$ cat src/hw/rtl/vario_climb_rate_classifier_defines.svh
// Assertion macros shared by the climb-rate classifier RTL.
// Each macro expects signals named clk and rst_n in the enclosing module.
`ifndef VARIO_CLIMB_RATE_CLASSIFIER_DEFINES_SVH
`define VARIO_CLIMB_RATE_CLASSIFIER_DEFINES_SVH

// Same-cycle implication, checked out of reset
`define VCRC_ASSERT_IMP(lbl, ante, cons, msg) \
    lbl: assert property (@(posedge clk) disable iff (!rst_n) (ante) |-> (cons)) \
        else $error(msg);

// Next-cycle implication, checked out of reset
`define VCRC_ASSERT_NXT(lbl, ante, cons, msg) \
    lbl: assert property (@(posedge clk) disable iff (!rst_n) (ante) |=> (cons)) \
        else $error(msg);

`endif

$ cat src/hw/rtl/vcrc_pkg.sv
`timescale 1ns / 1ps

package vcrc_pkg;

    // Window storage
    localparam int WINDOW_DEPTH = 128;
    localparam int RING_AW      = $clog2(WINDOW_DEPTH);
    localparam int CNT_W        = $clog2(WINDOW_DEPTH + 1);
    localparam int SUM_W        = 32 + CNT_W;

    // Field and register widths
    localparam int P_W      = 17;
    localparam int F_W      = 33;
    localparam int ALPHA_W  = 16;
    localparam int THR_W    = 31;
    localparam int EVERY_W  = 6;
    localparam int WLEN_W   = 8;
    localparam int SPEED_W  = 32;
    localparam int CLASS_W  = 3;
    localparam int PADDR_W  = 5;
    localparam int PDATA_W  = 32;
    localparam int PROD_W   = ALPHA_W + F_W + 2;

    // Serial divider for the window average
    localparam int DIV_DW   = (CNT_W > 4) ? CNT_W : 4;
    localparam int DIV_CW   = $clog2(SUM_W + 1);
    localparam int ALT_DEN  = 12;

    // floor(y / 3) is (y * ALT_RECIP) >> 33 for any 32-bit y; shift by 2 first for 12
    localparam logic [31:0] ALT_RECIP = 32'hAAAA_AAAB;

    // Register indexes
    localparam logic [2:0] REG_EMA_ALPHA    = 3'd0;
    localparam logic [2:0] REG_THRESH_SLOW  = 3'd1;
    localparam logic [2:0] REG_THRESH_FAST  = 3'd2;
    localparam logic [2:0] REG_REPORT_EVERY = 3'd3;
    localparam logic [2:0] REG_WINDOW_LEN   = 3'd4;

    // Register reset values
    localparam logic [ALPHA_W-1:0] RST_EMA_ALPHA    = 16'd3277;
    localparam logic [THR_W-1:0]   RST_THRESH_SLOW  = 31'd5243;
    localparam logic [THR_W-1:0]   RST_THRESH_FAST  = 31'd7864;
    localparam logic [EVERY_W-1:0] RST_REPORT_EVERY = 6'd30;
    localparam logic [WLEN_W-1:0]  RST_WINDOW_LEN   = 8'd100;

    // Climb classes
    localparam logic [CLASS_W-1:0] CLS_NONE      = 3'd0;
    localparam logic [CLASS_W-1:0] CLS_SLOW_UP   = 3'd1;
    localparam logic [CLASS_W-1:0] CLS_FAST_UP   = 3'd2;
    localparam logic [CLASS_W-1:0] CLS_SLOW_DOWN = 3'd3;
    localparam logic [CLASS_W-1:0] CLS_FAST_DOWN = 3'd4;

    typedef struct packed {
        logic [ALPHA_W-1:0] ema_alpha;
        logic [THR_W-1:0]   thresh_slow;
        logic [THR_W-1:0]   thresh_fast;
        logic [EVERY_W-1:0] report_every;
        logic [WLEN_W-1:0]  window_len;
    } cfg_t;

    typedef enum logic [3:0] {
        ST_IDLE,
        ST_FILT,
        ST_UPD,
        ST_ALT_GO,
        ST_ALT_MUL,
        ST_ALT_WAIT,
        ST_DROP_CHK,
        ST_DROP_SUB,
        ST_PUSH,
        ST_COUNT,
        ST_AVG_WAIT,
        ST_REPORT
    } state_t;

    // Controller to datapath
    typedef struct packed {
        logic capture;
        logic load_first;
        logic mul;
        logic upd;
        logic div_alt;
        logic alt_mul;
        logic take_alt;
        logic drop_rd;
        logic drop_sub;
        logic push;
        logic count_step;
        logic div_avg;
        logic report;
    } cmd_t;

    // Datapath to controller
    typedef struct packed {
        logic first_done;
        logic div_done;
        logic need_drop;
        logic report_due;
        logic out_free;
    } sts_t;

endpackage

$ cat src/hw/rtl/vcrc_regs.sv
`timescale 1ns / 1ps

module vcrc_regs (
    input  logic                         clk,
    input  logic                         rst_n,
    input  logic                         psel,
    input  logic                         penable,
    input  logic                         pwrite,
    input  logic [vcrc_pkg::PADDR_W-1:0] paddr,
    input  logic [vcrc_pkg::PDATA_W-1:0] pwdata,
    output logic [vcrc_pkg::PDATA_W-1:0] prdata,
    output logic                         pready,
    output vcrc_pkg::cfg_t               cfg
);
    import vcrc_pkg::*;

    cfg_t       cfg_reg;
    cfg_t       cfg_next;
    logic [2:0] idx;
    logic       wr_en;

    assign idx    = paddr[PADDR_W-1:2];
    assign wr_en  = psel && penable && pwrite;
    assign pready = 1'b1;
    assign cfg    = cfg_reg;

    // Decode register writes, drop bits above each register width
    always_comb
    begin
        cfg_next = cfg_reg;
        if (wr_en)
        begin
            unique case (idx)
                REG_EMA_ALPHA:    cfg_next.ema_alpha    = pwdata[ALPHA_W-1:0];
                REG_THRESH_SLOW:  cfg_next.thresh_slow  = pwdata[THR_W-1:0];
                REG_THRESH_FAST:  cfg_next.thresh_fast  = pwdata[THR_W-1:0];
                REG_REPORT_EVERY: cfg_next.report_every = pwdata[EVERY_W-1:0];
                REG_WINDOW_LEN:   cfg_next.window_len   = pwdata[WLEN_W-1:0];
                default:          cfg_next = cfg_reg;
            endcase
        end
    end

    always_ff @(posedge clk or negedge rst_n)
    begin
        if (!rst_n)
        begin
            cfg_reg.ema_alpha    <= RST_EMA_ALPHA;
            cfg_reg.thresh_slow  <= RST_THRESH_SLOW;
            cfg_reg.thresh_fast  <= RST_THRESH_FAST;
            cfg_reg.report_every <= RST_REPORT_EVERY;
            cfg_reg.window_len   <= RST_WINDOW_LEN;
        end
        else
        begin
            cfg_reg <= cfg_next;
        end
    end

    // Return the addressed register
    always_comb
    begin
        unique case (idx)
            REG_EMA_ALPHA:    prdata = PDATA_W'(cfg_reg.ema_alpha);
            REG_THRESH_SLOW:  prdata = PDATA_W'(cfg_reg.thresh_slow);
            REG_THRESH_FAST:  prdata = PDATA_W'(cfg_reg.thresh_fast);
            REG_REPORT_EVERY: prdata = PDATA_W'(cfg_reg.report_every);
            REG_WINDOW_LEN:   prdata = PDATA_W'(cfg_reg.window_len);
            default:          prdata = '0;
        endcase
    end

endmodule

$ cat config.mk
export PLATFORM = sky130hd
export DESIGN_NAME = vcrc_regs
export DESIGN_NICKNAME = d
export VERILOG_FILES = /design/src/hw/rtl/vario_climb_rate_classifier_defines.svh /design/src/hw/rtl/vcrc_pkg.sv /design/src/hw/rtl/vcrc_regs.sv
export SDC_FILE = /design/constraint.sdc
export NUM_CORES = 1
export LEC_CHECK = 0
export ABC_AREA = 1
export BUFFER_PORTS_ARGS = -buffer_cell sky130_fd_sc_hd__buf_2
export CORE_ASPECT_RATIO = 0.75
export CORE_MARGIN = 10
export CORE_UTILIZATION = 35
export DETAILED_ROUTE_END_ITERATION = 7
export GPL_TIMING_DRIVEN = 1
export PLACE_DENSITY = 0.71
export REMOVE_ABC_BUFFERS = 1
export SLEW_MARGIN = 20
export SYNTH_ARGS = -nofsm -noshare
export SYNTH_HDL_FRONTEND = slang
export SYNTH_SLANG_ARGS = --single-unit
$ cat constraint.sdc
create_clock -name clk -period 1.9 [get_ports clk]
set_clock_uncertainty 0.05 [all_clocks]
set_input_delay 0.095 -clock clk [delete_from_list [all_inputs] [get_ports clk]]
set_output_delay 0.095 -clock clk [all_outputs]
set_load 0.03 [all_outputs]
# Word level (Yosys, flattened, before mapping)
# Index checks and enable logic that the tools add are counted.
# classes
eq_ne,4
n_mux,1
reduce_logical,8
# ops
operator,count
case mux 31 bit (5 select lines),1
AND reduction 2 bit,5
"== test 3 x 2 -> 1 bit, second input constant",2
"== test 3 x 1 -> 1 bit, second input constant",1
"== test 3 bit, second input constant",1
zero test 3 bit,1
logical AND 1 bit,2
# totals
regBits,92
in_bits,42
out_inout_bits,125
word_cells,18

# Depth between registers and ports, before layout
# Gate-level depths: netlist (run 1).
# logic_depth
ltp_word,3
depth_mapped,7
depth_no_buf,6

# Worst setup path before layout (run 1)
# No wires, ideal clock.
# synth_path
path_type,input to output
start,in paddr[2] (netlist name)
end,out prdata[0] (netlist name)
arrival_ns,1.086
required_ns,1.755
path_slack_ns,0.669
stages,7
path_buffers,2
path_cell_list,buf_6 -> nor2_2 -> buf_2 -> nand3_1 -> o21ai_0 -> inv_1 -> nand2_1
# synth_via
elab_chain_len,2
word_cells_on_any_way,6
cone_classes,eq/ne: 4; mux: 1; reduce/logical: 1
# synth_rtl
item,line_no,text
"start, declared",vcrc_regs.sv:9,"input logic [vcrc_pkg::PADDR_W-1:0] paddr,"
== test 3 bit (tied with other cells),vcrc_regs.sv:63,unique case (idx)
case mux 31 bit (5 select lines) (*),vcrc_regs.sv:63,
"end, declared",vcrc_regs.sv:11,"output logic [vcrc_pkg::PDATA_W-1:0] prdata,"
# Mark *: on every way between the ends. The rest lies on a longest branch, timed or not.

# Final worst setup path (run 1)
# layout_path
start,in paddr[4] (netlist name)
end,out prdata[0] (netlist name)
# The elaborated chain is that of the path after synthesis.

==> results.toml, run 1 <==
[cells_and_area]
drive_gt1_frac = 0.340
largest_register_ffs = 92
regArea_um2 = 2340
area_delta_synth_final_pct = 37.2
nets = 737
fillerInstances = 1131
final_area_um2 = 5850
multi_input_area_um2 = 1540

[drt]
drc = 0
wl_um = 13300
drt_iter0_markers = 257
wire_per_inst_um = 15.4
vias = 4090
firstDrtPassIters = 5
routed_via_density = 4.73
antenna_left = 0

[global_routing]
track_usage = 0.153
overflow = 0
grt_max_degree = 63
grt_pass1_wl_um = 21400
antenna_found_initial = 1
grt_pass1_vias = 4150

[clocking]
cts_max_path_buffers = 2
cts_made_buffers = 9
cts_tree = "done"
clkTransAtPathRegs_ns = 0.06
clock_latency_ns = 0.33
clock-root-buffer = "clkbuf_16"
cts-htree-levels = 3
ctsResizeCount = 0
clock_sinks = 92

[pwr]
clock_power_share = 0.282
p_int_mw = 4.17
p_per_area_nw_per_um2 = 1130
p_switching_mw = 2.46
p_leak_nw = 3.19
combPwrFrac = 0.308
vdd_drop_max_uv = 603
seqPwrFrac = 0.410
netSwitchingFraction = 0.371

[place]
dp_hpwl_um = 9690
io_buffer_count = 161
place_area_um2 = 5200
place.gp.congestion = 0.846

[sta]
finalMaxSlewViolations = 0
final_hold_viol_count = 0
slew_headroom = 0.553
max_freq_mhz = 639
final.min_clock_period_ns = 1.57
tightest_slew_ns = 0.670
rsz0062_at_grt = "no"
fin_crit_sh = 0.824
fin_setup_tns_ns = 0
setup-violations-final = 0

[synth]
synth-seq-cells = 92
syn_inst = 506
yosysSeqAreaShare = 0.549
synth_area_um2 = 4260
synth_cell_types = 21
synth.avg_cell_area_um2 = 8.43
yosys_warnings = 0

[setup_path]
critPathKind = "in2out"
required_ns = 1.75
path_max_fanout = 19
cp-end-kind = "output port"
cp.arrival_ns = 1.42
startpoint_type = "input pin"

[hold_path]
hp-class = "in2reg"

[floorplanning]
core_um2 = 11700
dieArea_um2 = 17000
rows = 34
die_width_um = 147
dieHeight_um = 116
ios = 167
start_util = 0.363

[status]
status = "finished clean"

[flow_run]
maxCapViolations = 0
## cells by family after synthesis
logic type | count (synthesis) | share of synthesized area
buffers and inverters | 76 | 0.0910
flip-flops | 92 | 0.549
AND/OR/NAND/NOR | 240 | 0.241
AO/OA/AOI/OAI | 96 | 0.118
other | 2 | 0.00176
## worst paths after layout
path                                     startpoint  depth (start not counted)  slack, ns             endpoint
max in group asynchronous                     rst_n                          3       0.94  cfg[83]$_DFFE_PN1P_
worst max-delay path                       paddr[4]                          8       0.33            prdata[0]
worst min-delay path                        penable                          4       0.14  cfg[12]$_DFFE_PN1P_
worst min register to register  cfg[23]$_DFFE_PN1P_                          2       0.43  cfg[23]$_DFFE_PN1P_
min in group asynchronous                     rst_n                          2       0.18  cfg[13]$_DFFE_PN0P_
worst max register to register  cfg[48]$_DFFE_PN1P_                          2       1.05  cfg[48]$_DFFE_PN1P_
## layout make-up
class,count,share of cell area
inverter,48,0.0308
clock buffer,13,0.0479
timing repair buffer,206,0.216
tap,162,0.0346
multi-input combinational,338,0.263
antenna,2,0.000855
sequential,92,0.400
clock inverter,3,0.00727
## critical path: stages
cell	delay, ns
buf_2	0.19
inv_1	0.12
buf_4	0.24
nand3_1	0.25
o21ai_0	0.22
inv_1	0.05
nand2_1	0.06
buf_2	0.19
## cell usage in the layout, fill, tap and decap left out, types with 4 or more instances in the layout
master           n
buf_2          160
buf_4           11
clkbuf_16        9
clkbuf_8         4
dfrtp_1         62
dfstp_2         30
dlygate4sd3_1   32
inv_1           46
nand2_1        182
nand3_1         26
nand4_1         12
nor2_1          10
o21ai_0         42
o21ai_1         48
o21ai_2          6
## metrics by stage
stage               power, mW  hold slack, ns  worst slack, ns  cells  utilization
floorplan                4.01          -0.251            0.150    478            -
CTS                      6.72           0.118            0.338    862        0.498
finish                   6.63           0.136            0.335    864        0.498
global route             6.98           0.172            0.113    863        0.498
detailed placement       4.76        -0.00370            0.287    814        0.443
global placement         4.71         -0.0128            0.340    814        0.443
## cells in the mapped netlist
master      n  area [um^2]
dfrtp_1    62         1550
nand4_1    12         75.1
buf_4       3         22.5
nand3_2     2         20.0
buf_6      10          113
nand3_1    26          130
nor2_1     10         37.5
buf_2      13         65.1
conb_1      2         7.51
nor3_4      2         32.5
nand2_2     1         6.26
dfstp_2    30          788
o21ai_0    42          210
clkbuf_1    2         7.51
nand2_1   182          683
o21ai_2     6         52.6
nand2_4     2         22.5
nor2_2      3         18.8
o21ai_1    48          240
inv_2       2         7.51
inv_1      46          173
## timing repair
item	in CTS	in global routing
hold buffers	32	0
hold endpoints to repair	92	0
endpoints found under the setup margin	0	0
buffers inserted	0	0
## metal layers
| metal | track usage | share of wire | vias up |
|---|---|---|---|
| li1 | - | - | 1989 |
| met1 | 0.180 | 0.42 | 1943 |
| met2 | 0.257 | 0.48 | 137 |
| met3 | 0.0573 | 0.081 | 21 |
| met4 | 0.0514 | 0.018 | 0 |
| met5 | 0 | 0 | - |
## power by group through the flow
| stage | sequential (mW) | combinational [mW] | clock [mW] |
|---|---|---|---|
| after floorplan | 3.46 | 0.549 | 0 |
| after global placement | 2.72 | 1.98 | 0 |
| after detailed placement | 2.74 | 2.02 | 0 |
| after CTS | 2.72 | 2.07 | 1.93 |
| after global routing | 2.77 | 2.21 | 1.99 |
| final | 2.72 | 2.04 | 1.87 |
Note: power is estimated with default switching activity, not from simulation.
==> run 2: changes to the inputs <==
Settings changed: ABC_AREA 1 to 0, PLACE_DENSITY 0.71 to 0.73.
Clock period 1.9 ns to 1.35 ns, I/O delays scaled along.
==> run 2 against run 1 <==
First-iteration DRC count shrank 43%. Highest routed layer unchanged. Critical path type is now reg2out. Combinational power increased by 82%. Power is 55% higher. Global-route usage up 0.78 points. Register-to-register slack worse by 0.76 ns. The flow now finishes with violations (negative setup slack). Largest power group unchanged.
==> results.toml, run 2 <==
[drt]
antenna_left = 0
vias = 3545
drc = 0
wl_um = 14500
routed_via_density = 4.86
routed.top_layer = "met4"
wl_met3_um = 1030
m1WireLength_um = 5980
drt_iter0_markers = 147
wl_met2_um = 7260
wire_per_inst_um = 19.8
firstDrtPassIters = 4

[setup_path]
crit_path_max_incr_delay_ns = 0.37
startpoint_type = "register"
critPathKind = "reg2out"
required_ns = 1.23
cp.arrival_ns = 1.46
ff2ff_setup_slack_ns = 0.29
path_max_fanout = 2
cp_slowest_cell = "dfstp_2"
worstPathCellList = "mux2_4 -> a221o_1 -> buf_6"
cp-end-kind = "output port"

[sta]
rsz0062_at_grt = "yes"
whs_ns = 0.265
fin_setup_tns_ns = -2.54
final_hold_viol_count = 0
finalMaxSlewViolations = 0
fin_crit_sh = 1.17
max_freq_mhz = 634
final.min_clock_period_ns = 1.58
worst_slack_ns = -0.227
setup-violations-final = 16

[clocking]
cts_tree = "done"
clock_latency_ns = 0.33
cts-htree-levels = 3
clock-root-buffer = "clkbuf_16"
clock_sinks = 92
clkTransAtPathRegs_ns = 0.06
cts_made_buffers = 9
cts_max_path_buffers = 2

[synth]
synth-seq-cells = 92
yosysMostFrequentCell = "mux2_2"
async_flop_share = 1.00
syn_inst = 317
synth_area_um2 = 4290
synth_area_leaders = "dfrtp_1 (36%), mux2_2 (22%), dfstp_2 (18%)"
yosys_warnings = 0
synth.avg_cell_area_um2 = 13.5
yosysTopAreaCellShare = 0.361
yosysSeqAreaShare = 0.545
synth_cell_types = 30
synth_edf_count = 0
synth_common_cells = "mux2_2 (85), dfrtp_1 (62), dfstp_2 (30)"
synth_flop_cell = "dfrtp_1"
yosys.area.top_type = "dfrtp_1"

[pwr]
p_leak_nw = 3.27
p_per_area_nw_per_um2 = 1550
seqPwrFrac = 0.375
vdd_drop_max_uv = 1100
p_int_mw = 6.61
combPwrFrac = 0.363
clock_power_share = 0.262
netSwitchingFraction = 0.355
p_switching_mw = 3.64

[cells_and_area]
fin_util = 0.562
final_cells = 729
area_delta_synth_final_pct = 54.2
drive_gt1_frac = 0.675
largest_register_ffs = 92
multi_input_area_um2 = 1900
regArea_um2 = 2340
mostFrequentLayoutCell = "buf_2"
layout_common_cells = "buf_2 (137), mux2_2 (81), dfrtp_1 (62)"
fillerInstances = 978
diodes = 0
nets = 604

[global_routing]
overflow = 0
track_usage = 0.161
grt_pass1_wl_um = 22200
grt_pass1_vias = 4070
antenna_found_initial = 0
grt_max_degree = 93

[floorplanning]
rows = 34
start_util = 0.364
dieArea_um2 = 17100
dieHeight_um = 116
die_width_um = 148
core_um2 = 11800
ios = 167

[place]
dp_hpwl_um = 9830
io_buffer_count = 161
place.gp.congestion = 0.794
dp.cells = 650

[status]
failed_checks = "negative setup slack"
status = "finished with violations"

[flow_run]
maxCapViolations = 0

[hold_path]
hp-class = "in2async"
-- run 2: changes by cell type after synthesis, moves of 26 or more --
cell	previous run	this run
mux2_2	0	85
inv_1	46	0
o21ai_1	48	0
nand3_1	26	0
o21ai_0	42	0
nand2_1	182	11
-- run 2: worst max-delay path: cells and delay by family, from the launching register on --
kind | cells | cell delay, ns
AOI/OAI and AO/OA | 1 | 0.34
buffers and inverters | 1 | 0.15
DFF | 1 | 0.37
muxes | 1 | 0.26
-- run 2: power by group through the flow --
stage	combinational [mW]	sequential, mW	clock [mW]
finish	3.72	3.84	2.69
global placement	3.13	3.84	0
CTS	3.62	3.81	2.76
floorplan	0.931	4.93	0
detailed placement	3.18	3.88	0
global route	3.93	3.90	2.86
-- run 2: path summary, 6_finish.rpt --
kind,from,end,depth (start not counted)
worst max-delay path,cfg[78]$_DFFE_PN1P_,prdata[2],3
max in group asynchronous,rst_n,cfg[23]$_DFFE_PN1P_,3
worst min-delay path,rst_n,cfg[61]$_DFFE_PN0P_,3
min in group clk,penable,cfg[5]$_DFFE_PN1P_,5
worst max register to register,cfg[29]$_DFFE_PN0P_,cfg[29]$_DFFE_PN0P_,3
worst min register to register,cfg[13]$_DFFE_PN0P_,cfg[13]$_DFFE_PN0P_,1
-- run 2: area by class of cell --
cell class,instances,area share
multi-input combinational,201,0.287
tap,162,0.0306
clock inverter,4,0.0110
sequential,92,0.353
timing repair buffer,258,0.281
clock buffer,12,0.0372
-- run 2: layer usage --
layer | global-route usage | vias to the layer above
li1 | - | 1624
met1 | 0.180 | 1782
met2 | 0.287 | 123
met3 | 0.0584 | 16
met4 | 0.0441 | 0
met5 | 0 | -
-- run 2: what timing repair did --
item                       4_1_cts  5_1_grt
hold buffers                    32        0
hold endpoints to repair       154        0
setup buffers                   24        6
pin swaps                       13       12
setup endpoints to repair       17       32
gates resized for setup         46       25
cloned                           0        1
-- run 2: logic make-up (layout without fill, tap and decap cells) --
kind of cell,after synthesis,after routing,synth area share
compound gates,34,34,0.0580
simple gates,51,51,0.0577
buf+inv,24,274,0.0417
mux,114,114,0.296
flops,92,92,0.545
other cells,2,2,0.00175
-- run 2: through the flow --
stage	cell area, um^2	worst slack [ns]	power [mW]
final	6620	-0.227	10.2
after global routing	6620	-0.302	10.7
after CTS	6450	-0.257	10.2
after detailed placement	5490	-0.121	7.07
after global placement	5490	-0.0931	6.98
after floorplan	4110	-1.12	5.86
==> run 3: changes to the inputs <==
--- a/config.mk
+++ b/config.mk
@@ -11,4 +11,5 @@
 export CORE_MARGIN = 10
 export CORE_UTILIZATION = 35
+export CTS_CLUSTER_DIAMETER = 30
 export DETAILED_ROUTE_END_ITERATION = 7
 export GPL_TIMING_DRIVEN = 1
--- a/constraint.sdc
+++ b/constraint.sdc
@@ -3,3 +3,3 @@
 set_input_delay 0.0675 -clock clk [delete_from_list [all_inputs] [get_ports clk]]
 set_output_delay 0.0675 -clock clk [all_outputs]
-set_load 0.03 [all_outputs]
+set_load 0.01 [all_outputs]
==> run 3 against run 2 <==
The run still ends with negative setup slack left. Utilization fell by 1.6 points. First-iteration DRC count rose by 30%. Die area stayed put. Flip-flop and latch count unchanged. Sequential share of layout area increased by 1.0 points. Clock power is 7% higher. Power fell by 9.8%. Highest routed layer unchanged.
==> results.toml, run 3 (same netlist as run 2, synthesis figures left out) <==
[drt]
antenna_left = 0
wire_per_inst_um = 18.9
routed_via_density = 4.86
firstDrtPassIters = 4
drt_iter0_markers = 191
vias = 3503
drc = 0
wl_um = 13700

[setup_path]
path_delay_family = "flip-flops"
cp_slowest_cell = "dfrtp_1"
cp-end-kind = "output port"
cp.arrival_ns = 1.43
startpoint_type = "register"
critPathKind = "reg2out"
worstPathCellList = "mux2_4 -> a221o_1 -> buf_2"
path_max_fanout = 2
path_buf_inv = 1
crit_path_max_incr_delay_ns = 0.38
required_ns = 1.23

[sta]
fin_crit_sh = 1.15
setup-violations-final = 16
rsz0062_at_grt = "yes"
worst_slack_ns = -0.202
final_hold_viol_count = 0
final.min_clock_period_ns = 1.55
finalMaxSlewViolations = 0
max_freq_mhz = 644

[clocking]
clock-root-buffer = "clkbuf_16"
cts-htree-levels = 3
clock_latency_ns = 0.33
clkTransAtPathRegs_ns = 0.06
clock_sinks = 92
cts_made_buffers = 9
cts_tree = "done"
cts_max_path_buffers = 2

[pwr]
p_leak_nw = 3.23
vdd_drop_max_uv = 823
p_per_area_nw_per_um2 = 1440

[flow_run]
maxCapViolations = 0

[cells_and_area]
largest_register_ffs = 92
fillerInstances = 1021
final_cells = 721
area_delta_synth_final_pct = 49.9
multi_input_area_um2 = 1880
diodes = 0
nets = 596
mostFrequentLayoutCell = "buf_2"
regArea_um2 = 2340
drive_gt1_frac = 0.673
layout_common_cells = "buf_2 (159), mux2_2 (80), dfrtp_1 (62)"
fin_util = 0.546

[floorplanning]
rows = 34
ios = 167
dieHeight_um = 116
start_util = 0.364
core_um2 = 11800
dieArea_um2 = 17100
die_width_um = 148

[place]
dp_hpwl_um = 9970
dp.cells = 650
io_buffer_count = 161
pre_cts_ws_ns = -0.0992
place.gp.congestion = 0.830

[global_routing]
grt_max_degree = 37
grt_pass1_wl_um = 21600
grt_pass1_vias = 3912
overflow = 0
track_usage = 0.157
antenna_found_initial = 0

[status]
status = "finished with violations"
failed_checks = "negative setup slack"

[hold_path]
hp-class = "in2async"
run 3: report_power, final:
| group | leakage (nW) | switching, mW | internal (mW) | total (mW) |
|---|---|---|---|---|
| clock | 0.167 | 1.06 | 1.82 | 2.88 |
| combinational | 1.96 | 1.17 | 1.36 | 2.53 |
| sequential | 1.11 | 0.404 | 3.43 | 3.83 |
run 3: cell type report:
cell class              instances  area share
flip-flops and latches         92       0.364
multi-input cells             201       0.292
repair buffers                250       0.260
clock buffers                  10      0.0356
well taps                     162      0.0315
clock inverters                 6      0.0175
run 3: what timing repair did:
item                                   CTS  global route
pin swaps                               14             7
endpoints found under the hold margin  165             0
buffers inserted                        21             2
setup endpoints to repair               16            31
cloned                                   0             0
hold buffers                            32             0
gates resized for setup                 20            10
run 3: stage by stage:
step	instance area, um^2	hold slack, ns	setup TNS [ns]	total power, mW
5_1_grt	6430	0.139	-3.12	9.74
4_1_cts	6370	0.112	-2.34	9.28
3_5_place_dp	5490	-0.0590	-3.96	6.06
3_3_place_gp	5490	-0.0599	-1.65	5.97
6_report	6430	0.111	-2.10	9.24
2_1_floorplan	4110	-0.278	-60.02	4.88
run 3: routing by layer:
metal	up-vias	part of all wire	routed length [um]	global-route usage
li1	1602	-	-	-
met4	0	0.0092	125	0.0389
met3	13	0.075	1020	0.0577
met5	-	0	0	0
met2	119	0.48	6580	0.262
met1	1769	0.43	5920	0.188
run 3: final timing paths:
| check | to | slack [ns] | startpoint | cells past startpoint |
|---|---|---|---|---|
| setup / recovery | prdata[5] | -0.20 | cfg[81]$_DFFE_PN0P_ | 3 |
| hold / removal | cfg[30]$_DFFE_PN0P_ | 0.11 | rst_n | 2 |
| setup reg to reg | cfg[81]$_DFFE_PN0P_ | 0.31 | cfg[81]$_DFFE_PN0P_ | 3 |
| hold reg to reg | cfg[14]$_DFFE_PN0P_ | 0.46 | cfg[14]$_DFFE_PN0P_ | 1 |
| max in group asynchronous | cfg[23]$_DFFE_PN1P_ | 0.56 | rst_n | 3 |
| min in group clk | cfg[3]$_DFFE_PN0P_ | 0.39 | penable | 5 |
