$ cat config.mk
export PLATFORM = sky130hd
export DESIGN_NAME = vcrc_ctrl
export DESIGN_NICKNAME = d
export VERILOG_FILES = /design/src/hw/rtl/vario_climb_rate_classifier_defines.svh /design/src/hw/rtl/vcrc_pkg.sv /design/src/hw/rtl/vcrc_ctrl.sv
export SDC_FILE = /design/constraint.sdc
export NUM_CORES = 1
export LEC_CHECK = 0
export CAP_MARGIN = 20
export CORE_AREA = 3 3 40 42
export DETAILED_ROUTE_END_ITERATION = 16
export DIE_AREA = 0 0 43 45
export DONT_BUFFER_PORTS = 1
export PLACE_DENSITY = 0.54
export RECOVER_POWER = 100
export SYNTH_ARGS = -nofsm -noshare
export SYNTH_HDL_FRONTEND = slang
export SYNTH_SLANG_ARGS = --single-unit
$ cat constraint.sdc
create_clock -name clk -period 2.1 [get_ports clk]
set_clock_uncertainty 0.15 [all_clocks]
set_input_delay 0.21 -clock clk [delete_from_list [all_inputs] [get_ports clk]]
set_output_delay 0.21 -clock clk [all_outputs]
set_load 0.01 [all_outputs]
$ cat src/hw/rtl/vario_climb_rate_classifier_defines.svh
// Assertion macros shared by the climb-rate classifier RTL.
// Each macro expects signals named clk and rst_n in the enclosing module.
`ifndef VARIO_CLIMB_RATE_CLASSIFIER_DEFINES_SVH
`define VARIO_CLIMB_RATE_CLASSIFIER_DEFINES_SVH

// Same-cycle implication, checked out of reset
`define VCRC_ASSERT_IMP(lbl, ante, cons, msg) \
    lbl: assert property (@(posedge clk) disable iff (!rst_n) (ante) |-> (cons)) \
        else $error(msg);

// Next-cycle implication, checked out of reset
`define VCRC_ASSERT_NXT(lbl, ante, cons, msg) \
    lbl: assert property (@(posedge clk) disable iff (!rst_n) (ante) |=> (cons)) \
        else $error(msg);

`endif

$ cat src/hw/rtl/vcrc_pkg.sv
`timescale 1ns / 1ps

package vcrc_pkg;

    // Window storage
    localparam int WINDOW_DEPTH = 128;
    localparam int RING_AW      = $clog2(WINDOW_DEPTH);
    localparam int CNT_W        = $clog2(WINDOW_DEPTH + 1);
    localparam int SUM_W        = 32 + CNT_W;

    // Field and register widths
    localparam int P_W      = 17;
    localparam int F_W      = 33;
    localparam int ALPHA_W  = 16;
    localparam int THR_W    = 31;
    localparam int EVERY_W  = 6;
    localparam int WLEN_W   = 8;
    localparam int SPEED_W  = 32;
    localparam int CLASS_W  = 3;
    localparam int PADDR_W  = 5;
    localparam int PDATA_W  = 32;
    localparam int PROD_W   = ALPHA_W + F_W + 2;

    // Serial divider for the window average
    localparam int DIV_DW   = (CNT_W > 4) ? CNT_W : 4;
    localparam int DIV_CW   = $clog2(SUM_W + 1);
    localparam int ALT_DEN  = 12;

    // floor(y / 3) is (y * ALT_RECIP) >> 33 for any 32-bit y; shift by 2 first for 12
    localparam logic [31:0] ALT_RECIP = 32'hAAAA_AAAB;

    // Register indexes
    localparam logic [2:0] REG_EMA_ALPHA    = 3'd0;
    localparam logic [2:0] REG_THRESH_SLOW  = 3'd1;
    localparam logic [2:0] REG_THRESH_FAST  = 3'd2;
    localparam logic [2:0] REG_REPORT_EVERY = 3'd3;
    localparam logic [2:0] REG_WINDOW_LEN   = 3'd4;

    // Register reset values
    localparam logic [ALPHA_W-1:0] RST_EMA_ALPHA    = 16'd3277;
    localparam logic [THR_W-1:0]   RST_THRESH_SLOW  = 31'd5243;
    localparam logic [THR_W-1:0]   RST_THRESH_FAST  = 31'd7864;
    localparam logic [EVERY_W-1:0] RST_REPORT_EVERY = 6'd30;
    localparam logic [WLEN_W-1:0]  RST_WINDOW_LEN   = 8'd100;

    // Climb classes
    localparam logic [CLASS_W-1:0] CLS_NONE      = 3'd0;
    localparam logic [CLASS_W-1:0] CLS_SLOW_UP   = 3'd1;
    localparam logic [CLASS_W-1:0] CLS_FAST_UP   = 3'd2;
    localparam logic [CLASS_W-1:0] CLS_SLOW_DOWN = 3'd3;
    localparam logic [CLASS_W-1:0] CLS_FAST_DOWN = 3'd4;

    typedef struct packed {
        logic [ALPHA_W-1:0] ema_alpha;
        logic [THR_W-1:0]   thresh_slow;
        logic [THR_W-1:0]   thresh_fast;
        logic [EVERY_W-1:0] report_every;
        logic [WLEN_W-1:0]  window_len;
    } cfg_t;

    typedef enum logic [3:0] {
        ST_IDLE,
        ST_FILT,
        ST_UPD,
        ST_ALT_GO,
        ST_ALT_MUL,
        ST_ALT_WAIT,
        ST_DROP_CHK,
        ST_DROP_SUB,
        ST_PUSH,
        ST_COUNT,
        ST_AVG_WAIT,
        ST_REPORT
    } state_t;

    // Controller to datapath
    typedef struct packed {
        logic capture;
        logic load_first;
        logic mul;
        logic upd;
        logic div_alt;
        logic alt_mul;
        logic take_alt;
        logic drop_rd;
        logic drop_sub;
        logic push;
        logic count_step;
        logic div_avg;
        logic report;
    } cmd_t;

    // Datapath to controller
    typedef struct packed {
        logic first_done;
        logic div_done;
        logic need_drop;
        logic report_due;
        logic out_free;
    } sts_t;

endpackage

$ cat src/hw/rtl/vcrc_ctrl.sv
`timescale 1ns / 1ps

module vcrc_ctrl (
    input  logic           clk,
    input  logic           rst_n,
    input  logic           in_valid,
    output logic           in_stall,
    input  vcrc_pkg::sts_t sts,
    output vcrc_pkg::cmd_t cmd
);
    import vcrc_pkg::*;

    state_t state_reg;
    state_t state_next;

    always_ff @(posedge clk or negedge rst_n)
    begin
        if (!rst_n)
            state_reg <= ST_IDLE;
        else
            state_reg <= state_next;
    end

    assign in_stall = (state_reg != ST_IDLE);

    // Sequence one sample through filter, altitude, window and report
    always_comb
    begin
        state_next = state_reg;
        cmd        = '0;
        unique case (state_reg)
            ST_IDLE:
            begin
                if (in_valid)
                begin
                    cmd.capture = 1'b1;
                    state_next  = ST_FILT;
                end
            end
            ST_FILT:
            begin
                if (!sts.first_done)
                begin
                    cmd.load_first = 1'b1;
                    state_next     = ST_ALT_GO;
                end
                else
                begin
                    cmd.mul    = 1'b1;
                    state_next = ST_UPD;
                end
            end
            ST_UPD:
            begin
                cmd.upd    = 1'b1;
                state_next = ST_ALT_GO;
            end
            ST_ALT_GO:
            begin
                cmd.div_alt = 1'b1;
                state_next  = ST_ALT_MUL;
            end
            ST_ALT_MUL:
            begin
                cmd.alt_mul = 1'b1;
                state_next  = ST_ALT_WAIT;
            end
            ST_ALT_WAIT:
            begin
                cmd.take_alt = 1'b1;
                state_next   = ST_DROP_CHK;
            end
            ST_DROP_CHK:
            begin
                if (sts.need_drop)
                begin
                    cmd.drop_rd = 1'b1;
                    state_next  = ST_DROP_SUB;
                end
                else
                begin
                    state_next = ST_PUSH;
                end
            end
            ST_DROP_SUB:
            begin
                cmd.drop_sub = 1'b1;
                state_next   = ST_DROP_CHK;
            end
            ST_PUSH:
            begin
                cmd.push   = 1'b1;
                state_next = ST_COUNT;
            end
            ST_COUNT:
            begin
                cmd.count_step = 1'b1;
                if (sts.report_due)
                begin
                    cmd.div_avg = 1'b1;
                    state_next  = ST_AVG_WAIT;
                end
                else
                begin
                    state_next = ST_IDLE;
                end
            end
            ST_AVG_WAIT:
            begin
                if (sts.div_done)
                    state_next = ST_REPORT;
            end
            ST_REPORT:
            begin
                if (sts.out_free)
                begin
                    cmd.report = 1'b1;
                    state_next = ST_IDLE;
                end
            end
            default:
            begin
                state_next = ST_IDLE;
            end
        endcase
    end

endmodule

# After elaboration in Yosys (flattened, before gate mapping)
# Cells that the tools add are included.
# totals
in_bits	8
output_inout_bits	14
wordCells	43
register_bits	4
# classes
n_reduce_logical	4
muxes	24
eq_ne	14
# ops
cell	n
one-hot mux 4 bit (11 select lines)	1
2-to-1 mux 4 bit	5
== test 4 x 3 -> 1 bit, second input constant	4
== test 4 bit, second input constant	4
2-to-1 mux 1 bit	16
== test 4 x 2 -> 1 bit, second input constant	2
!= test 2 bit, second input constant	3
== test 4 x 1 -> 1 bit, second input constant	1
logical NOT 4 bit	1
2-to-1 mux 2 bit	2
nonzero test 4 bit	1
AND reduction 3 bit	1
OR reduction 2 bit	1

# Logic depth before layout (Yosys ltp)
# Gate-level depths: netlist of run 1.
# logic_depth
ltp_word	3
mapped_depth	4
ltp_nobuf	3

# Worst setup path after synthesis of run 1
# No wires, ideal clock.
# synth_timing
path_type	reg-to-output
startpoint	register state_reg[1]
endpoint	output cmd[10] (netlist bit)
n_path_buf	1
path_stages_with_launch	4
arrival_time_ns	1.176
slack_ns	0.564
required_ns	1.740
path_cell_list	dfrtp_1 buf_2 nand2b_1 nor4b_1
# synth_lines
element	line_no	source
from (decl)	vcrc_ctrl.sv:13	state_t state_reg;
from (signal assigned)	vcrc_ctrl.sv:21	state_reg <= state_next;
to (decl)	vcrc_ctrl.sv:9	output vcrc_pkg::cmd_t cmd

==> results by stage, run 1 <==
Setup path:
- The first element of the critical path is state_reg[1]$_DFFE_PN0P_.
- The critical path's top delay family is simple AND/OR/NAND/NOR gates.
- The signal on the critical path passes through or4_1, nor2_1.
- The number of cells on the worst reg-to-reg path is 3.
- The type of element capturing the critical path is an output pin.
- Together, buffers and inverters on the worst path number 0.
- The critical path crosses 2 cells after its start point.
- The worst register-to-register path begins at state_reg[1]$_DFFE_PN0P_.
- The worst setup path is of the flop to output pin kind.
- The largest fanout on the critical path is 11.
- STA puts the critical path data required time at 1.74 ns.
- In this run the critical register-to-register path is captured at state_reg[0]$_DFFE_PN0P_.
- The setup slack of the most critical reg-to-reg path is between 0.4 and 0.5 ns.
- The cell type of the slowest stage on the worst timing path is or4_1.
- The kind of launch point of the worst setup path is a flop.
- The signal arrival time at the worst endpoint is ~1.6 ns.
- The most critical setup path has its endpoint at cmd[12].
- The delay of the slowest critical-path stage is between 0.6 and 0.7 ns.

Clock tree:
- In this run the post-CTS setup repair buffer count came out at 0.
- No sink is reached through more buffers than the 2 on the longest clock path.
- The buffer type at the clock tree root is clkbuf_4.
- Clock-pin slew was measured on the worst setup and hold paths at about 0.04 ns.
- The total clock sinks is 4.
- The clock tree from TritonCTS is yes.
- The later pin in the worst-skew pair is clocked with a latency of roughly 0.23 ns.
- Post-CTS repair changed the size of 0 cells.
- In this run the number of H-tree levels came out at 1.
- Hold repair after CTS inserted 2 buffers.
- Counting the buffers created by CTS gives 3.

Logic synthesis:
- In the synthesized netlist the async set-or-reset flop fraction comes to 100%.
- The number of nets in the synthesized netlist is 62.
- The synthesized design spends more area on one cell type than any other, namely dfrtp_1.
- Synthesis produced 54 cells.
- In the synthesized netlist the dominant register cell turns out to be dfrtp_1.
- Sequential elements use 26.5% of the synthesized area.
- The share of the synthesized area in the top cell type is around a quarter.
- During synthesis, Yosys emitted a total of 0 warnings.
- The mapped netlist covers 378 um2.
- The netlist uses 23 different library cells.
- By area the synthesized netlist is led by dfrtp_1 26%, nor2_1 9.9%, nand2b_1 8.3%.
- Ranked by instance count, the synthesized netlist is headed by 10 x nor2_1, 5 x nand2b_1, 4 x buf_2, 4 x dfrtp_1.
- The dominant cell by count in the synthesized netlist is nor2_1.
- After synthesis the netlist holds a flip-flop and latch count of 4.
- In this run the mean area of a mapped cell was ~7 um2.
- Counting flops with a built-in enable in the synthesized netlist gives 0.

Drt:
- For this run, design rule violations remaining after detail routing come to 0.
- The count of nets left with antenna violations after detail routing is 0.
- The routed design has 929 um of wire.
- The average wire per standard cell is approximately 13 um.
- In the routed layout, each cell is associated on average with a via count of around 5.5.
- In this run, the number of DRC markers left after iteration 0 of detailed routing was 4.
- The first detailed-routing pass ran for 3 iterations.
- The routed layout has a little under 400 vias.

Floorplan:
- The number of top-level pins is 22.
- The total die area is just under 2000 um2.
- The die is 45 um tall.
- The core region area is 1280 um2.
- Measured along the x axis, the die boundary spans roughly 43 um.
- The number of cell rows is 13.
- The initial utilization of the core area, before any placement, comes to a little under 30%.

Timing:
- Dividing the final minimum period by the clock period gives between 90% and 100%.
- The summed negative setup slack over all endpoints is 0 ns.
- The final number of max-transition violations is 0.
- For the finished layout, the period the worst path requires is ~2 ns.
- Timing would allow up to 512 MHz.
- For the pin with the worst max-slew slack, the measured transition is roughly 0.58 ns.
- Setup repair after global routing left no endpoint under its margin.
- The number of endpoints with negative hold slack in the final report came to 0.
- Measured against its own limit, the worst slew margin works out to 60.9%.
- The final setup violation count is 0.

Pwr:
- The worst-case IR drop observed on VDD is about 0.46 mV.
- Summed over all cells, the static leakage comes to 0.157 nW.
- The power density of the placed cells is 1420 nW/um2.

Finish:
- The count of antenna diodes in the layout is 0.
- The register with the most flip-flops in the layout has 4 of them.
- At the end of the flow, the number of nets in the layout was 66.
- The finished cells cover ~420 um2.
- Fill cells in the final layout number 150.
- Relative to the synthesized area, the layout overhead comes to 10.9%.
- The post-route netlist has about 5.4% of its cells at a drive strength greater than 1.

Placement:
- Input and output buffers added on the ports amount to 0.
- In this run the cell area measured after placement is slightly below 400 um2.
- The wire-length estimate of the detail-placed layout is 705 um.
- The final weighted congestion in routability-driven placement is around 0.7.

GRT:
- In this run the most used layer during global routing was met2.
- The largest net degree at the start of global routing is 15.
- The met1 usage is 11.7%.
- The global routing usage on met3 is 4.78%.
- The number of global-route vias before repair is around 330.
- The number of antenna violations at the first check in global routing was 0.
- For this run the aggregate overflow at the end of global routing stands at 0.
- The global-route track usage on met2 is ~16%.
- The global-route wire length before repair is 1430 um.
- Global routing consumed, over all layers together, between 10% and 20% of the routing resources.

Run:
- The max-capacitance violation count is 0.

Hold path:
- The path type of the worst min-delay path is primary input to flop.

Run status:
- The flow ran to the end, and the final reports show no timing, DRC or antenna violations.
==> cell usage in the layout (no fill, tap or decap) <==
cell type       n
nor2_1         10
nand2b_1        5
dfrtp_1         4
nor3_1          3
inv_1           3
nand2_1         3
o21ai_0         3
a21oi_1         3
clkbuf_4        3
nor4b_1         2
nor4_1          2
dlygate4sd3_1   2
or4_1           1
and2_0          1
nor2b_1         1
nand3_1         1
o21a_1          1
nand4_1         1
o31ai_1         1
nor3b_1         1
a211oi_1        1
o32ai_1         1
o31a_1          1
o221ai_1        1
clkbuf_1        1
==> cell type report <==
| cell class | instances | area, um2 | area share [%] |
|---|---|---|---|
| clock buffers | 3 | 22.5 | 5.37 |
| well taps | 15 | 18.8 | 4.48 |
| multi-input cells | 43 | 243 | 57.9 |
| flip-flops and latches | 4 | 100 | 23.9 |
| inverters | 3 | 11.3 | 2.69 |
| repair buffers | 3 | 23.8 | 5.67 |
==> report_power, final <==
group          internal (W)  switching, W  leakage (nW)
registers          0.000113      0.000104        0.0483
logic              0.000113      0.000173        0.0951
clock network     0.0000639     0.0000304        0.0138
==> routing by layer <==
layer,wire [um],vias up
met1,413,180
li1,-,200
met2,464,8
met4,0,0
met5,0,-
met3,50,0
==> stage by stage <==
stage	power [W]	setup WS, ns	instances	utilization [%]	hold slack [ns]
6_report	0.000596	0.148	71	32.6	0.0442
5_1_grt	0.000664	0.0225	71	32.6	0.0515
4_1_cts	0.000623	0.130	71	33.2	0.0357
3_5_place_dp	0.000517	0.387	66	29.9	-0.235
3_3_place_gp	0.000518	0.399	66	29.9	-0.235
2_1_floorplan	0.000463	0.564	54	-	-0.236
==> worst min path at each step <==
stage	startpoint	end	slack, ns	cells after the start
finish	sts[1]	state_reg[3]$_DFFE_PN0P_	0.04	2
global route	in_valid	state_reg[0]$_DFFE_PN0P_	0.05	2
CTS	sts[1]	state_reg[3]$_DFFE_PN0P_	0.04	2
detailed placement	rst_n	state_reg[2]$_DFFE_PN0P_	-0.24	0
global placement	rst_n	state_reg[2]$_DFFE_PN0P_	-0.24	0
floorplan	rst_n	state_reg[0]$_DFFE_PN0P_	-0.24	0
==> cells by family after synthesis <==
kind of cell | Yosys count | share of synthesized area (%)
and+or+nand+nor | 31 | 44.4
buffers and inverters | 7 | 8.28
DFF | 4 | 26.5
AOI/OAI and AO/OA | 12 | 20.9
(Power assumes the default switching activity.)
==> inputs of run 2 (changes only) <==
Clock period 2.1 ns to 2.45 ns, I/O delays scaled along.
==> run 2 against run 1 <==
  * Setup slack better by 0.22 ns
  * Register-to-register slack better by 0.26 ns
  * Cell area down 0.90%
  * Routed wire length up 3.8%
  * Combinational power down 19%
  * Flip-flop and latch count unchanged
  * Via count up 5.9%
  * Sequential share of layout area up 0.22 points
  * Clock power down 11%
  * Utilization down 0.29 points
  * Largest cell class unchanged
  * Largest power group unchanged
  * Highest routed layer is now met4
==> results by stage, run 2 (synthesis gave the netlist of run 1 again) <==
Setup path:
- The largest fanout on the critical path is 16 (was 11).
- The endpoint required time on the critical path is 2.06 ns (was 1.74 ns).
- The number of buffer and inverter stages on the critical path came to 0 (unchanged).
- The type of element capturing the critical path was an output pin (unchanged).
- The logic depth of the worst path, buffers included came to 2 (unchanged).
- The delay of the slowest critical-path stage is 0.68 ns (was 0.66 ns).
- The type of the worst setup path is flop to output pin (unchanged).
- The first element of the critical path is state_reg[0]$_DFFE_PN0P_ (was state_reg[1]$_DFFE_PN0P_).
- The critical path's top delay family was simple AND/OR/NAND/NOR gates (unchanged).
- The kind of launch point of the worst setup path is a flop (unchanged).
- The end of the worst register-to-register path is state_reg[0]$_DFFE_PN0P_ (unchanged).
- CP cell instances: or4_1, nor2_1 (unchanged).
- The number of cells on the worst reg-to-reg path was 3 (unchanged).
- The signal arrival time at the worst endpoint was 1.68 ns (was 1.59 ns).
- The setup slack of the most critical reg-to-reg path is 0.72 ns (was 0.46 ns).
- The launch point of the worst reg-to-reg path is state_reg[0]$_DFFE_PN0P_ (was state_reg[1]$_DFFE_PN0P_).
- The cell type of the slowest stage on the worst timing path is or4_1 (unchanged).

Timing:
- Derived from the worst setup path, the maximum achievable clock frequency is between 400 and 500 MHz.
- The clock period could shrink to 2.08 ns.
- The final period utilization is 84.8%.
- The final setup violation count is 0 (unchanged).
- Unrepaired setup endpoints after global routing: no (unchanged).
- The worst max-slew margin expressed relative to the limit came to 61.8% (was 60.9%).
- The final number of max-transition violations is 0 (unchanged).
- The summed negative setup slack over all endpoints is 0 ns (unchanged).
- The number of endpoints with negative hold slack in the final report is 0 (unchanged).
- The slew of the pin with the lowest slew margin is 0.566 ns (was 0.578 ns).

GRT:
- The number of global-route vias before repair was 351 (was 334).
- The number of antenna violations at the first check in global routing came to 0 (unchanged).
- The global-route wire length before repair is 1520 um (was 1430 um).
- The largest net degree at the start of global routing is 17 (was 15).
- The global routing usage on met3 is 4.78% (unchanged).
- The met1 usage is 13.2% (was 11.7%).
- The most crowded layer after global routing is met2 (unchanged).
- The total global routing overflow is 0 (unchanged).
- The global-route track usage on met2 is 16.2% (was 15.9%).
- The overall track demand over capacity in global routing is 10.5% (was 10.2%).

Drt:
- The average wire per standard cell is 13.8 um (was 13.1 um).
- The sum of routed wire length over all layers is 964 um (was 929 um).
- The length of the first detailed-routing pass in iterations is 4 (was 3).
- The number of vias after detailed routing is 411 (was 388).
- The count of nets left with antenna violations after detail routing came to 0 (unchanged).
- The count of routing violations after the opening detailed-route iteration came to 5 (was 4).
- The via density per instance came to 5.87 (was 5.46).
- The detailed-route DRC error count is 0 (unchanged).

Placement:
- The final weighted congestion in routability-driven placement was 0.723 (was 0.704).
- The number of placed instances, taps included is 65 (was 66).
- The quantity of I/O buffers inserted on ports was 0 (unchanged).
- The detailed placement HPWL is 703 um (was 705 um).

Clock tree:
- The clock tree from TritonCTS was yes (unchanged).
- The source-to-sink clock delay at the later pin of the worst-skew pair is 0.24 ns (was 0.23 ns).
- The buffer type at the clock tree root is clkbuf_4 (unchanged).
- The total CTS buffers is 3 (unchanged).
- The clock input transition at the sequential cells of the worst setup and hold paths was 0.04 ns (about the same).
- The H-tree depth came to 1 (unchanged).
- The maximum clock insertion buffer count is 2 (unchanged).
- The total clock sinks is 4 (unchanged).
- The number of buffers inserted by post-CTS setup repair is 0 (unchanged).

Finish:
- The count of antenna diodes in the layout is 0 (unchanged).
- The filler-free cell count of the finished design is 70 (was 71).
- The total area of sequential cells is 100 um2 (unchanged).
- The number of flip-flops in the largest register came to 4 (unchanged).
- The total of fill cells in the finished design is 155 (was 150).
- Leading cell types in the layout, fill and taps excluded: 10 x nor2_1, 5 x nand2b_1, 4 x dfrtp_1 (unchanged).
- The post-layout net count is 65 (was 66).
- The fraction of layout instances using a drive strength above 1 is 5.45% (was 5.36%).
- The share of the core filled with cells in the final layout came to 32.3% (was 32.6%).
- The commonest non-fill, non-tap cell in the layout was nor2_1 (unchanged).
- The post-synthesis to final-layout area growth was 9.93% (was 10.9%).
- The total area of multi-input combinational cells was 243 um2 (unchanged).

Pwr:
- The proportion of total power due to net switching was 51.9% (was 51.5%).
- The worst vdd rail ir drop came to 0.516 mV (was 0.456 mV).
- The power density of the placed cells is 1220 nW/um2 (was 1420 nW/um2).
- The clock power share is 16.4% (was 15.8%).
- The static leakage was 0.156 nW (was 0.157 nW).
- The net switching power is 0.000264 W (was 0.000307 W).
- The sequential cell fraction of total power came to 38.2% (was 36.3%).
- The internal power consumption is 0.000245 W (was 0.000289 W).
- The relative contribution of combinational cells to total power was 45.4% (was 47.9%).

Floorplan:
- The number of top-level pins came to 22 (unchanged).
- The number of cell rows is 13 (unchanged).
- The die span in x is 43 um (unchanged).
- The effective utilization at floorplan is 29.4% (unchanged).
- The total die area was 1940 um2 (unchanged).
- The core region area is 1280 um2 (unchanged).
- The height of the die is 45 um (unchanged).

Hold path:
- The number of cells on the worst hold path is 2 (unchanged).
- The worst min-delay path endpoint is state_reg[3]$_DFFE_PN0P_ (unchanged).
- The startpoint of the tightest hold check path is sts[1] (unchanged).
- The path type of the worst min-delay path is primary input to flop (unchanged).

Run:
- The max-capacitance violation count is 0 (unchanged).

Run status:
- Status: completed (unchanged).
## run 2: cell types whose count changed in the layout (fill, tap and decap cells not counted), sizes merged
cell    change
clkbuf      -1
## run 2: how the worst max path moves through the flow
stage / end / slack (ns)
CTS: cmd[12] / 0.45
global placement: cmd[12] / 0.71
detailed placement: cmd[12] / 0.71
floorplan: cmd[10] / 0.88
finish: cmd[12] / 0.37
global route: cmd[12] / 0.26
## run 2: area by class of cell
class	count	share of cell area (%)
multi-input cells	43	58.4
flip-flops and latches	4	24.1
clock buffers	3	5.42
repair buffers	2	4.82
well taps	15	4.52
inverters	3	2.71
## run 2: through the flow
stage	hold slack, ns	instance area [um2]	power, W	setup WS, ns
after floorplan	-0.201	378	0.000397	0.879
after global placement	-0.200	377	0.000427	0.708
after detailed placement	-0.200	377	0.000430	0.707
after CTS	0.0647	419	0.000521	0.452
after global routing	0.0891	415	0.000570	0.263
final	0.0675	415	0.000509	0.373
## run 2: metal layers
layer  share of wire (%)  up-vias
li1                    -      197
met1                  42      200
met2                  49       12
met3                 8.0        2
met4                0.83        0
met5                   0        -
## run 2: power groups by stage
stage	Sequential, W	Combinational (W)	Clock [W]
floorplan	0.000121	0.000276	0
global placement	0.000192	0.000234	0
detailed placement	0.000196	0.000234	0
CTS	0.000195	0.000239	0.0000873
global route	0.000212	0.000263	0.0000943
finish	0.000194	0.000231	0.0000836
## run 2: what timing repair did
item                                   4_1_cts  5_1_grt
gates resized for setup                      0        0
hold buffers                                 2        0
endpoints found under the hold margin        5        0
==> inputs of run 3 (changes only) <==
Clock period 2.45 ns to 2 ns, I/O delays scaled along.
==> run 3 against run 2 <==
  * Register-to-register slack got worse by 0.30 ns
  * Worst hold slack got worse by 0.050 ns
  * Cell area increased by 3.9%
  * Die area unchanged
  * Sequential power increased by 13%
  * Non-clock buffer count increased by 2
  * Combinational power increased by 42%
  * Critical path depth unchanged
  * Clock power increased by 20%
==> results by stage, run 3 (synthesis gave the netlist of run 1 again) <==
Setup path:
- CP cell instances: or4_4, nor2_1 (was or4_1, nor2_1).
- The critical path's top delay family was simple AND/OR/NAND/NOR gates (unchanged).
- The largest fanout on the critical path is 11 (was 16).
- The delay of the slowest critical-path stage is 0.61 ns (was 0.68 ns).
- The signal arrival time at the worst endpoint was 1.54 ns (was 1.68 ns).
- The type of element capturing the critical path is an output pin (unchanged).
- The number of buffer and inverter stages on the critical path is 0 (unchanged).
- The kind of launch point of the worst setup path is a flop (unchanged).
- The endpoint required time on the critical path is 1.65 ns (was 2.06 ns).
- The type of the worst setup path was flop to output pin (unchanged).
- The cell type of the slowest stage on the worst timing path is or4_4 (was or4_1).

Clock tree:
- The source-to-sink clock delay at the later pin of the worst-skew pair is 0.24 ns (about the same).
- The buffer type at the clock tree root is clkbuf_4 (unchanged).
- The maximum clock insertion buffer count is 2 (unchanged).
- The H-tree depth is 1 (unchanged).
- The total CTS buffers came to 3 (unchanged).
- The total clock sinks is 4 (unchanged).
- The clock input transition at the sequential cells of the worst setup and hold paths is 0.04 ns (about the same).
- The clock tree from TritonCTS is yes (unchanged).

Pwr:
- The final total power came to 0.000648 W (was 0.000509 W).
- The power density of the placed cells came to 1500 nW/um2 (was 1220 nW/um2).
- The worst vdd rail ir drop came to 0.491 mV (was 0.516 mV).
- The static leakage is 0.162 nW (was 0.156 nW).

GRT:
- The largest net degree at the start of global routing is 15 (was 17).
- The number of antenna violations at the first check in global routing is 0 (unchanged).
- The total global routing overflow is 0 (unchanged).
- The number of global-route vias before repair is 367 (was 351).
- The overall track demand over capacity in global routing is 10.4% (was 10.5%).
- The global-route wire length before repair came to 1490 um (was 1520 um).

Drt:
- The via density per instance was 5.51 (was 5.87).
- The count of routing violations after the opening detailed-route iteration is 11 (was 5).
- The sum of routed wire length over all layers is 946 um (was 964 um).
- The detailed-route DRC error count is 0 (unchanged).
- The count of nets left with antenna violations after detail routing was 0 (unchanged).
- The number of vias after detailed routing was 397 (was 411).
- The average wire per standard cell is 13.1 um (was 13.8 um).
- The length of the first detailed-routing pass in iterations is 4 (unchanged).

Floorplan:
- The height of the die was 45 um (unchanged).
- The number of cell rows is 13 (unchanged).
- The core region area is 1280 um2 (unchanged).
- The number of top-level pins was 22 (unchanged).
- The die span in x is 43 um (unchanged).
- The effective utilization at floorplan came to 29.4% (unchanged).
- The total die area is 1940 um2 (unchanged).

Finish:
- The total of fill cells in the finished design is 153 (was 155).
- The commonest non-fill, non-tap cell in the layout is nor2_1 (unchanged).
- The fraction of layout instances using a drive strength above 1 came to 10.5% (was 5.45%).
- The post-synthesis to final-layout area growth was 14.2% (was 9.93%).
- The count of antenna diodes in the layout came to 0 (unchanged).
- The number of flip-flops in the largest register is 4 (unchanged).
- Leading cell types in the layout, fill and taps excluded: 10 x nor2_1, 5 x nand2b_1 (was 10 x nor2_1, 5 x nand2b_1, 4 x dfrtp_1).
- The post-layout net count is 67 (was 65).

Timing:
- The slew of the pin with the lowest slew margin was 0.559 ns (was 0.566 ns).
- The number of endpoints with negative hold slack in the final report is 0 (unchanged).
- The worst max-slew margin expressed relative to the limit is 62.2% (was 61.8%).
- The final number of max-transition violations is 0 (unchanged).
- Unrepaired setup endpoints after global routing: no (unchanged).
- The worst path uses a little over nine tenths of the clock period.
- The maximum clock frequency is 529 MHz.
- The final setup violation count is 0 (unchanged).
- The summed negative setup slack over all endpoints is 0 ns (unchanged).
- The time the worst path needs with I/O delays and setup is roughly 1.9 ns.

Run status:
- Status: completed (unchanged).

Placement:
- The detailed placement HPWL is 705 um (was 703 um).
- The final weighted congestion in routability-driven placement is 0.784 (was 0.723).
- The quantity of I/O buffers inserted on ports is 0 (unchanged).

Hold path:
- The path type of the worst min-delay path is primary input to flop (unchanged).

Run:
- The max-capacitance violation count is 0 (unchanged).
## run 3: cell count changes in the layout (fill, tap and decap cells not counted), sizes merged
cell / change
buf: +1
clkbuf: +1
## run 3: what timing repair did
action	in CTS	in global routing
gates resized for setup	0	1
hold buffers	2	0
endpoints found under the hold margin	5	0
setup endpoints to repair	0	1
setup buffers	0	0
## run 3: path summary, 6_finish.rpt
| path | depth (start not counted) | slack, ns | start | to |
|---|---|---|---|---|
| worst max-delay path | 2 | 0.11 | state_reg[1]$_DFFE_PN0P_ | cmd[12] |
| worst min-delay path | 2 | 0.02 | sts[1] | state_reg[3]$_DFFE_PN0P_ |
| worst max register to register | 3 | 0.42 | state_reg[1]$_DFFE_PN0P_ | state_reg[0]$_DFFE_PN0P_ |
| worst min register to register | 1 | 0.43 | state_reg[3]$_DFFE_PN0P_ | state_reg[2]$_DFFE_PN0P_ |
| max in group asynchronous | 1 | 1.43 | rst_n | state_reg[3]$_DFFE_PN0P_ |
| min in group asynchronous | 1 | 0.08 | rst_n | state_reg[1]$_DFFE_PN0P_ |
## run 3: routing by layer
metal  up-vias  part of all wire [%]  GRT usage, %
met5         -                     0             0
li1        199                     -             -
met3         0                   7.3          5.98
met2        11                    49          15.3
met1       187                    43          13.2
met4         0                     0          2.41
## run 3: layout make-up
class / instances / area, um2 / share of cell area, %
multi-input combinational: 43 / 246 / 57.1
sequential: 4 / 101 / 23.5
timing repair buffer: 4 / 31.3 / 7.25
clock buffer: 3 / 22.5 / 5.22
tap: 15 / 18.8 / 4.35
inverter: 3 / 11.3 / 2.61
## run 3: power breakdown
part           internal, W  switching, W  total (W)
sequential        0.000119      0.000100   0.000220
clock            0.0000671     0.0000331   0.000100
combinational     0.000135      0.000194   0.000329
## run 3: stage by stage
stage          area, um2  utilization [%]  std cells  hold slack (ns)  setup slack (ns)
5_1_grt              432             33.6         72           0.0440            0.0190
3_5_place_dp         392             30.5         67           -0.245             0.353
2_1_floorplan        378                -         54           -0.246             0.474
3_3_place_gp         392             30.5         67           -0.245             0.359
4_1_cts              434             33.8         72           0.0157            0.0827
6_report             432             33.6         72           0.0180             0.111
